`src/rtl/core/tdp_pkg.sv`:
```
// Package of the trial-division prime test: shared types and constants.
// Depends on nothing; used by tdp_divider and trial_division_prime_test.
`default_nettype none

package tdp_pkg;

  // status of the shared divider
  typedef struct packed {
    logic busy;
    logic done;
  } div_stat_t;

  localparam int unsigned SmallestPrime = 2;
  localparam int unsigned FirstDivisor  = 3;
  localparam int unsigned DivisorStep   = 2;

endpackage

`default_nettype wire

```
`src/rtl/core/tdp_divider.sv`:
```
// Shared restoring divider: one quotient bit per cycle.
// Depends on tdp_pkg for the status struct.
`default_nettype none

module tdp_divider #(
  parameter int unsigned W = 32
) (
  input  wire logic              clk_i,
  input  wire logic              rst_ni,
  input  wire logic              start_i,
  input  wire logic [W-1:0]      dividend_i,
  input  wire logic [W-1:0]      divisor_i,
  output tdp_pkg::div_stat_t     stat_o,
  output logic [W-1:0]           quotient_o,
  output logic [W-1:0]           remainder_o
);
  import tdp_pkg::*;

  localparam int unsigned CntW = $clog2(W + 1);

  logic [W-1:0]    rem_q, rem_d;
  logic [W-1:0]    quo_q, quo_d;
  logic [W-1:0]    dvs_q;
  logic [CntW-1:0] cnt_q;
  logic            busy_q, done_q;
  logic [W:0]      trial;
  logic [W:0]      diff;

  // partial remainder stays below the divisor, so the trial fits in W+1 bits
  assign trial = {rem_q, quo_q[W-1]};
  assign diff  = trial - {1'b0, dvs_q};

  always_comb begin
    if (!diff[W]) begin
      rem_d = diff[W-1:0];
      quo_d = {quo_q[W-2:0], 1'b1};
    end else begin
      rem_d = trial[W-1:0];
      quo_d = {quo_q[W-2:0], 1'b0};
    end
  end

  always_ff @(posedge clk_i or negedge rst_ni) begin
    if (!rst_ni) begin
      busy_q <= 1'b0;
      done_q <= 1'b0;
      cnt_q  <= '0;
    end else begin
      done_q <= 1'b0;
      if (start_i) begin
        busy_q <= 1'b1;
        cnt_q  <= CntW'(W);
      end else if (busy_q) begin
        cnt_q <= cnt_q - CntW'(1);
        if (cnt_q == CntW'(1)) begin
          busy_q <= 1'b0;
          done_q <= 1'b1;
        end
      end
    end
  end

  always_ff @(posedge clk_i) begin
    if (start_i) begin
      rem_q <= '0;
      quo_q <= dividend_i;
      dvs_q <= divisor_i;
    end else if (busy_q) begin
      rem_q <= rem_d;
      quo_q <= quo_d;
    end
  end

  assign stat_o.busy  = busy_q;
  assign stat_o.done  = done_q;
  assign quotient_o   = quo_q;
  assign remainder_o  = rem_q;

endmodule

`default_nettype wire

```
`config.mk`:
```
export PLATFORM = sky130hd
export DESIGN_NAME = tdp_divider
export DESIGN_NICKNAME = d
export VERILOG_FILES = /design/src/rtl/core/tdp_pkg.sv /design/src/rtl/core/tdp_divider.sv
export SDC_FILE = /design/constraint.sdc
export NUM_CORES = 1
export LEC_CHECK = 0
export BUFFER_PORTS_ARGS = -buffer_cell sky130_fd_sc_hd__clkbuf_2
export CORE_ASPECT_RATIO = 0.9
export CORE_UTILIZATION = 31
export CTS_CLUSTER_DIAMETER = 80
export DETAILED_ROUTE_END_ITERATION = 8
export SLEW_MARGIN = 20
export SYNTH_ARGS = -nofsm -noshare
export SYNTH_HDL_FRONTEND = slang
export SYNTH_SLANG_ARGS = --single-unit
```
`constraint.sdc`:
```
create_clock -name clk_i -period 6.7 [get_ports clk_i]
set_input_delay 1.34 -clock clk_i [delete_from_list [all_inputs] [get_ports clk_i]]
set_output_delay 1.34 -clock clk_i [all_outputs]
set_load 0.02 [all_outputs]
```
==> impl_metrics.env, run 1 <==
export IMPL_wire_per_inst_um=14.9
export IMPL_multi_input_area_um2=2990
export IMPL_holdBufCountCts=0
export IMPL_setup_tns_ps=0
export IMPL_vias=4870
export IMPL_p_per_area_nw_per_um2=317
export IMPL_grt_usage_pct=15.0
export IMPL_drive_above_1_share_pct=27.2
export IMPL_startpoint_type="flip-flop"
export IMPL_wirelength_mm=14.5
export IMPL_cts_resized=0
export IMPL_use_met2_pct=24.1
export IMPL_ir_drop_mv=0.127
export IMPL_rsz0062_at_grt="no"
export IMPL_regArea_um2=2760
export IMPL_grt_pass1_vias=4631
export IMPL_violations="DRC"
export IMPL_syn_avg_cell_area_um2=9.90
export IMPL_min_period_ps=3850
export IMPL_clk_pin_slew_ps=70
export IMPL_syn_nets=713
export IMPL_syn_inst=611
export IMPL_grt_busiest_layer="met2"
export IMPL_syn2layout_area_growth_pct=19.0
export IMPL_final_cells=977
export IMPL_worstPathCellList="inv_1 -> ha_1 -> fa_1 -> nand2b_1 -> a211oi_1 -> o21a_1 -> or3_4 -> a21o_1 -> a211o_1 -> and3_1 -> buf_4 -> or4_1 -> a311oi_1"
export IMPL_r2r_start="quotient_o[31]"
export IMPL_path_depth=13
export IMPL_dp_hpwl_mm=10.3
export IMPL_yosysSeqAreaShare_pct=45.7
export IMPL_worstSetupEndpoint="remainder_o[3]"
export IMPL_clkSinkCount=104
export IMPL_gp_congestion=0.810
export IMPL_critical_path_slowest_cell="or4_1"
export IMPL_use_met1_pct=20.3
export IMPL_critPathMaxFanout=21
export IMPL_end_kind="flip-flop"
export IMPL_path_class="flip-flop to flip-flop"
export IMPL_clockBufferDepth=2
export IMPL_grt_max_degree=70
export IMPL_async_flop_share_pct=7.69
export IMPL_synth_top_area_share_pct=31.8
export IMPL_io_pins=133
export IMPL_maxCapViolations=0
export IMPL_path_buf_inv=2
export IMPL_root_buffer="clkbuf_16"
export IMPL_arrival_ps=4100
export IMPL_cts_tree="yes"
export IMPL_cp_required_ps=6960
export IMPL_drt_first_pass_iters=9
export IMPL_dieWidth_um=149
export IMPL_synth_warnings=0
export IMPL_synth_ff_type="edfxtp_1"
export IMPL_r2r_end="remainder_o[3]"
export IMPL_slew_viol_final=0
export IMPL_p_leak_nw=3.23
export IMPL_slew_limit_headroom_pct=35.4
export IMPL_max_freq_mhz=260
export IMPL_row_count=48
export IMPL_min_path_type="flip-flop to flip-flop"
export IMPL_die_area_um2=20100
export IMPL_initial_core_util_pct=31.6
export IMPL_nFillCells=1966
export IMPL_htreeDepth=3
export IMPL_synth_area_top_cells="edfxtp_1 (32%), dfxtp_1 (11%), ha_1 (7.0%)"
export IMPL_yosys_area_top_type="edfxtp_1"
export IMPL_cp_top_family="simple AND/OR/NAND/NOR gates"
export IMPL_final_min_period_over_clock_period_pct=57.4
export IMPL_setup_viol=0
export IMPL_clock_skew_ps=9.45
export IMPL_ys_ff_latch=104
export IMPL_max_stage_delay_ps=550
export IMPL_outcome="finished with violations"
export IMPL_overflow=0
export IMPL_antenna_left=0
export IMPL_numCtsBuffers=9
export IMPL_antenna_found_initial=0
export IMPL_diodes=0
export IMPL_reg2reg_setup_slack_ps=2850
export IMPL_worst_pin_slew_ps=968
export IMPL_synthesis_area_um2=6050
export IMPL_core_um2=19200
export IMPL_worstRegToRegCells=13
export IMPL_grt_use_met3_pct=3.01
export IMPL_finalHoldViolCount=0
export IMPL_synth_edf_count=64
export IMPL_nets=824
export IMPL_synth_cell_types=52
export IMPL_dr_first_iter_drc_count=302
export IMPL_vias_per_cell=4.98
export IMPL_clock_latency_ps=350
export IMPL_io_buffers=132
export IMPL_grt_pass1_wl_mm=23.9
export IMPL_die_h_um=135
export IMPL_cp_startpoint="quotient_o[31]"
export IMPL_drc=2
export IMPL_postCtsSetupBuffers=0
export IMPL_dp_cells=961
routing by layer:
metal	vias up	wire length, um
li1	2468	-
met2	94	6720
met1	2293	7040
met4	0	221
met5	-	0
met3	15	537
logic make-up after synthesis:
kind of cell,Yosys count,synth area share [%]
AO/OA/AOI/OAI,164,17.8
XOR/XNOR,26,3.76
adder cells (fa/ha/maj),35,7.36
buffers and inverters,78,5.00
flip-flops,104,45.7
multiplexers,34,6.29
AND/OR/NAND/NOR,170,14.1
flip-flops by register name, summed over array words and instances (netlist names):
name	cells
busy_q	1
cnt_q	6
done_q	1
remainder_o	32
quotient_o	32
dvs_q	32
per-stage QoR:
step | util (%) | hold slack, ps | power (mW) | setup slack [ps] | instance area [um^2]
2_1_floorplan | - | 480 | 1.55 | 3380 | 6050
3_3_place_gp | 36.1 | 499 | 1.79 | 2860 | 6920
3_5_place_dp | 36.1 | 508 | 1.79 | 2740 | 6920
4_1_cts | 37.6 | 521 | 2.31 | 2700 | 7190
5_1_grt | 37.6 | 548 | 2.44 | 2570 | 7200
6_report | 37.6 | 516 | 2.28 | 2850 | 7200
area by class of cell:
| cell class | count | area share, % |
|---|---|---|
| clock buffer | 11 | 3.37 |
| clock inverter | 5 | 0.452 |
| inverter | 41 | 2.14 |
| multi-input combinational | 429 | 41.6 |
| sequential | 104 | 38.4 |
| tap | 250 | 4.34 |
| timing repair buffer | 137 | 9.73 |
layout by cell type, fill, tap and decap left out, types with 26 or more instances in the layout:
cell      count
edfxtp_1     64
a21oi_1      34
o21ai_0      44
inv_1        41
ha_1         34
mux2_2       32
nand2_1      26
clkbuf_2    131
dfxtp_1      32
nand3_1      29
a311oi_1     28
nor2_1       51
synthesized netlist by cell type (all sizes together), types with 2 or more instances:
cell	count
xnor2	15
and2	2
o41ai	3
dfrtp	8
nor2	51
clkbuf	33
xor2	11
nor3	12
o211ai	5
nor2b	5
buf	4
o21ai	44
mux2	32
ha	34
a31o	3
nand4	4
nand2b	16
a21o	18
or3	3
a21boi	3
o21bai	3
or2	4
o21a	3
a211o	2
mux2i	2
a21oi	35
o32ai	3
a31oi	7
nand3	30
or4b	6
inv	41
a311oi	28
edfxtp	64
nand2	26
a211oi	3
and3	6
dfxtp	32
how the worst min path moves through the flow:
stage                         start         endpoint  depth (start not counted)
floorplan                  cnt_q[5]         cnt_q[5]                          2
global placement     remainder_o[6]   remainder_o[6]                          2
detailed placement         cnt_q[5]         cnt_q[5]                          2
CTS                 remainder_o[12]  remainder_o[12]                          2
global route        remainder_o[22]  remainder_o[22]                          2
finish              remainder_o[23]  remainder_o[23]                          2
worst reg2reg max path, cell delays in order (launching register included):
cell and delay (ps):
edfxtp_1 420, inv_1 80, ha_1 180, fa_1 190, nand2b_1 150, a211oi_1 90, o21a_1 200, or3_4 410
a21o_1 190, a211o_1 350, and3_1 370, buf_4 300, or4_1 550, a311oi_1 270
report_power, final:
group	internal (mW)	switching (mW)
logic	0.364	0.524
clock network	0.263	0.241
registers	0.798	0.0906
(Power assumes the default switching activity.)
==> run 2: changes to the inputs <==
==> constraint.sdc (replaced) <==
create_clock -name clk_i -period 3.9 [get_ports clk_i]
set_input_delay 0.78 -clock clk_i [delete_from_list [all_inputs] [get_ports clk_i]]
set_output_delay 0.78 -clock clk_i [all_outputs]
set_load 0.02 [all_outputs]
==> run 2 against run 1 <==
Compared with the run above:
- the run still ends with DRC left
- clock-buffer cell count down 2
- die area unchanged
- power up 77%
- sequential power up 73%
- worst setup slack worse by 2600 ps
- non-clock buffer count up 8
- global-route usage up 0.30 points
- final area up 1.7%
- wire length up 2.5%
- first-iteration DRC count up 8.3%
- sequential share of layout area down 0.62 points
- critical endpoint is now remainder_o[25]
==> impl_metrics.env, run 2 (synthesis gave the netlist of run 1 again) <==
export IMPL_finalHoldViolCount=0
export IMPL_total_power_mw=4.03
export IMPL_cts_resized=0
export IMPL_grt_use_met3_pct=3.34
export IMPL_nets=832
export IMPL_slew_viol_final=0
export IMPL_antenna_left=0
export IMPL_wire_per_inst_um=15.1
export IMPL_clkSinkCount=104
export IMPL_syn2layout_area_growth_pct=21.0
export IMPL_reg2reg_setup_slack_ps=300
export IMPL_ir_drop_mv=0.255
export IMPL_drive_above_1_share_pct=28.0
export IMPL_clock_skew_ps=11.7
export IMPL_holdBufCountCts=0
export IMPL_final_cell_mix="clkbuf_2 (131), edfxtp_1 (64), nor2_1 (51)"
export IMPL_r2r_end="remainder_o[25]"
export IMPL_grt_pass1_vias=4779
export IMPL_multi_input_area_um2=2990
export IMPL_initial_core_util_pct=31.6
export IMPL_numCtsBuffers=9
export IMPL_io_pins=133
export IMPL_worst_pin_slew_ps=657
export IMPL_grt_pass1_wl_mm=24.1
export IMPL_htreeDepth=3
export IMPL_grt_busiest_layer="met2"
export IMPL_final_cells=985
export IMPL_dp_cells=969
export IMPL_core_um2=19200
export IMPL_final_common_cell="clkbuf_2"
export IMPL_grt_max_degree=72
export IMPL_overflow=0
export IMPL_worstRegToRegCells=11
export IMPL_violations="DRC"
export IMPL_dp_hpwl_mm=10.8
export IMPL_wirelength_mm=14.9
export IMPL_min_path_type="primary input to async pin"
export IMPL_r2r_start="remainder_o[9]"
export IMPL_regArea_um2=2760
export IMPL_dieWidth_um=149
export IMPL_arrival_ps=3860
export IMPL_io_buffers=132
export IMPL_max_freq_mhz=278
export IMPL_die_h_um=135
export IMPL_vias=4933
export IMPL_dr_first_iter_drc_count=327
export IMPL_postCtsSetupBuffers=0
export IMPL_place_area_um2=7020
export IMPL_critPathMaxFanout=14
export IMPL_setup_viol=0
export IMPL_row_count=48
export IMPL_p_leak_nw=3.29
export IMPL_clockBufferDepth=2
export IMPL_clk_pin_slew_ps=70
export IMPL_diodes=0
export IMPL_root_buffer="clkbuf_16"
export IMPL_grt_usage_pct=15.3
export IMPL_antenna_found_initial=0
export IMPL_end_kind="flip-flop"
export IMPL_gp_congestion=0.860
export IMPL_die_area_um2=20100
export IMPL_clock_latency_ps=360
export IMPL_p_per_area_nw_per_um2=551
export IMPL_maxCapViolations=0
export IMPL_slew_limit_headroom_pct=55.1
export IMPL_vias_per_cell=5.01
export IMPL_use_met1_pct=20.5
export IMPL_startpoint_type="flip-flop"
export IMPL_drc=1
export IMPL_nFillCells=1974
export IMPL_final_min_period_over_clock_period_pct=92.4
export IMPL_path_class="flip-flop to flip-flop"
export IMPL_outcome="finished with violations"
export IMPL_use_met2_pct=25.0
export IMPL_rsz0062_at_grt="no"
export IMPL_setup_tns_ps=0
export IMPL_fin_area_um2=7320
export IMPL_drt_first_pass_iters=9
export IMPL_min_period_ps=3600
export IMPL_cp_required_ps=4160
export IMPL_cts_tree="yes"
-- run 2: changes by cell type in the layout (fill, tap and decap cells not counted), sizes merged --
cell,delta
inv,+2
buf,+8
clkbuf,-2
clkinvlp,+1
bufinv,+1
clkinv,-2
-- run 2: worst max-delay path by stage --
stage,from,end,slack (ps),cells past startpoint
finish,remainder_o[9],remainder_o[25],300,11
global route,quotient_o[31],remainder_o[25],60,13
CTS,remainder_o[9],remainder_o[25],300,11
detailed placement,quotient_o[31],remainder_o[25],310,13
global placement,quotient_o[31],remainder_o[23],460,13
floorplan,quotient_o[31],remainder_o[3],580,13
-- run 2: area by class of cell --
cell class                 count  share of cell area, %
clock buffer                   9                   3.08
clock inverter                 7                   1.04
inverter                      41                   2.10
multi-input combinational    429                   40.8
sequential                   104                   37.8
tap                          250                   4.27
timing repair buffer         145                   10.9
-- run 2: through the flow --
| stage | utilization, % | hold WS, ps | setup slack [ps] |
|---|---|---|---|
| final | 38.2 | 264 | 298 |
| after global placement | 36.6 | 506 | 460 |
| after floorplan | - | 480 | 583 |
| after CTS | 38.2 | 260 | 299 |
| after detailed placement | 36.6 | 508 | 307 |
| after global routing | 38.2 | 267 | 63.5 |
-- run 2: per-layer routing --
metal / vias up / part of all wire, %
met5: - / 0
li1: 2481 / -
met2: 102 / 46
met3: 8 / 4.0
met1: 2342 / 49
met4: 0 / 1.1
-- run 2: critical path: stages (launching register included) --
cell	delay, ps
dfxtp_1	360
ha_1	360
a21o_1	200
a21o_1	220
o21bai_1	200
or3_4	410
a21o_1	190
a211o_1	340
and3_1	240
buf_4	190
or4b_1	510
a311oi_1	270
-- run 2: where the power goes --
group          switching (mW)  internal [mW]
registers               0.168           1.37
clock network           0.436          0.505
logic                   0.909          0.646
==> run 3: changes to the inputs <==
--- a/config.mk
+++ b/config.mk
@@ -5,11 +5,11 @@
 export SDC_FILE = /design/constraint.sdc
 export NUM_CORES = 1
 export LEC_CHECK = 0
-export BUFFER_PORTS_ARGS = -buffer_cell sky130_fd_sc_hd__clkbuf_2
 export CORE_ASPECT_RATIO = 0.9
 export CORE_UTILIZATION = 31
 export CTS_CLUSTER_DIAMETER = 80
 export DETAILED_ROUTE_END_ITERATION = 8
+export DONT_BUFFER_PORTS = 1
 export SLEW_MARGIN = 20
 export SYNTH_ARGS = -nofsm -noshare
 export SYNTH_HDL_FRONTEND = slang
==> run 3 against run 2 <==
Compared with the run above:
- register-to-register slack gained 80 ps
- first-iteration DRC count rose by 28%
- wire length decreased by 0.94%
- sequential share of layout area increased by 3.6 points
- worst hold slack worse by 150 ps
- via count shrank 9.0%
- largest cell class unchanged
- clock power down 2.9%
- global-route usage is 0.23 points lower
- critical endpoint is now remainder_o[29]
- clock-buffer cell count is 1 higher
- worst setup slack better by 80 ps
- the flow still finishes with violations (DRC)
- non-clock buffer count fell by 122
==> impl_metrics.env, run 3 (synthesis gave the netlist of run 1 again) <==
export IMPL_nets=710
export IMPL_drc=1
export IMPL_min_path_type="primary input to async pin"
export IMPL_max_stage_delay_ps=760
export IMPL_violations="DRC"
export IMPL_total_power_mw=3.88
export IMPL_cp_top_family="compound AO/OA/AOI/OAI gates"
export IMPL_wirelength_mm=14.7
export IMPL_antenna_left=0
export IMPL_slew_viol_final=0
export IMPL_wl_met1_mm=7.03
export IMPL_multi_input_area_um2=2990
export IMPL_rsz0062_at_grt="no"
export IMPL_die_h_um=135
export IMPL_row_count=48
export IMPL_maxCapViolations=0
export IMPL_clock_skew_ps=10.0
export IMPL_whs_ps=112
export IMPL_ir_drop_mv=0.199
export IMPL_drt_first_pass_iters=9
export IMPL_final_common_cell="edfxtp_1"
export IMPL_p_per_area_nw_per_um2=581
export IMPL_end_kind="flip-flop"
export IMPL_final_cell_mix="edfxtp_1 (64), nor2_1 (51), o21ai_0 (44)"
export IMPL_max_freq_mhz=284
export IMPL_wl_met2_mm=6.71
export IMPL_drive_above_1_share_pct=13.4
export IMPL_critPathMaxFanout=4
export IMPL_syn2layout_area_growth_pct=10.4
export IMPL_clkSinkCount=104
export IMPL_grt_pass1_wl_mm=23.6
export IMPL_numCtsBuffers=9
export IMPL_p_leak_nw=2.76
export IMPL_setup_tns_ps=0
export IMPL_final_min_period_over_clock_period_pct=90.3
export IMPL_arrival_ps=3790
export IMPL_worstPathCellList="buf_4 -> ha_1 -> nor2b_1 -> o31a_1 -> o21ai_0 -> a21oi_1 -> o2111ai_1 -> a2111oi_0 -> nor3_1 -> or4b_1 -> a311oi_1"
export IMPL_clk_pin_slew_ps=70
export IMPL_highest_layer="met4"
export IMPL_holdBufCountCts=0
export IMPL_critical_path_slowest_cell="a2111oi_0"
export IMPL_clock_latency_ps=360
export IMPL_finalHoldViolCount=0
export IMPL_gp_congestion=0.805
export IMPL_path_buf_inv=1
export IMPL_grt_pass1_vias=4335
export IMPL_overflow=0
export IMPL_vias=4488
export IMPL_path_class="flip-flop to flip-flop"
export IMPL_antenna_found_initial=0
export IMPL_worst_pin_slew_ps=804
export IMPL_slew_limit_headroom_pct=46.4
export IMPL_io_pins=133
export IMPL_grt_usage_pct=15.1
export IMPL_setup_viol=0
export IMPL_wl_met3_um=797
export IMPL_vias_per_cell=5.20
export IMPL_grt_max_degree=107
export IMPL_nFillCells=1895
export IMPL_outcome="finished with violations"
export IMPL_dr_first_iter_drc_count=420
export IMPL_clockBufferDepth=2
export IMPL_dieWidth_um=149
export IMPL_cp_required_ps=4170
export IMPL_root_buffer="clkbuf_16"
export IMPL_diodes=0
export IMPL_cts_tree="yes"
export IMPL_dp_hpwl_mm=10.4
export IMPL_die_area_um2=20100
export IMPL_io_buffers=0
export IMPL_wire_per_inst_um=17.1
export IMPL_final_core_util_pct=34.9
export IMPL_startpoint_type="flip-flop"
export IMPL_regArea_um2=2760
export IMPL_core_um2=19200
export IMPL_initial_core_util_pct=31.6
export IMPL_htreeDepth=3
export IMPL_min_period_ps=3520
==> run 3: changes by cell type in the layout (fill, tap and decap cells not counted), moves of 2 or more <==
cell,previous run,this run
buf_12,3,0
clkinv_2,2,0
clkinv_1,0,3
buf_4,11,23
clkbuf_2,131,0
==> run 3: final timing paths <==
| path | startpoint | endpoint | slack, ps | cells after the start |
|---|---|---|---|---|
| worst max-delay path | remainder_o[0] | remainder_o[29] | 380 | 11 |
| worst min-delay path | rst_ni | cnt_q[3] | 110 | 0 |
| worst max register to register | remainder_o[0] | remainder_o[29] | 380 | 11 |
| worst min register to register | cnt_q[5] | cnt_q[5] | 520 | 2 |
| max in group asynchronous | rst_ni | busy_q | 3700 | 0 |
| min in group clk_i | start_i | remainder_o[23] | 510 | 1 |
==> run 3: area by class of cell <==
class	count	area share (%)
Multi-Input combinational cell	429	44.8
Sequential cell	104	41.4
Tap cell	250	4.68
Clock buffer	10	3.43
Timing Repair Buffer	23	2.58
Inverter	41	2.30
Clock inverter	6	0.880
==> run 3: layer usage <==
metal | track usage [%] | vias up
met2 | 23.7 | 99
li1 | - | 2245
met3 | 3.95 | 11
met5 | 0 | -
met1 | 20.1 | 2133
met4 | 4.93 | 0
==> run 3: where the power goes <==
part | total [mW] | switching (mW) | internal (mW)
combinational | 1.29 | 0.728 | 0.565
clock | 0.915 | 0.419 | 0.496
sequential | 1.67 | 0.300 | 1.37
==> run 3: worst reg2reg max path: cells and delay by family (launching register included) <==
family                     cells  cell delay [ps]
buffers and inverters          1              180
adders and majority gates      1              270
DFF                            1              350
AOI/OAI and AO/OA              6             1870
and+or+nand+nor                3              760
==> run 3: repair_timing <==
item / in CTS / in global routing
resized for setup: 0 / 2
setup endpoints to repair: 0 / 4
setup buffers: 0 / 0
==> run 3: stage by stage <==
step | std cells | instance area [um^2] | setup slack [ps]
after global routing | 863 | 6680 | 64.0
final | 863 | 6680 | 379
after detailed placement | 847 | 6390 | 255
after floorplan | 611 | 6050 | 583
after CTS | 863 | 6680 | 195
after global placement | 847 | 6390 | 314
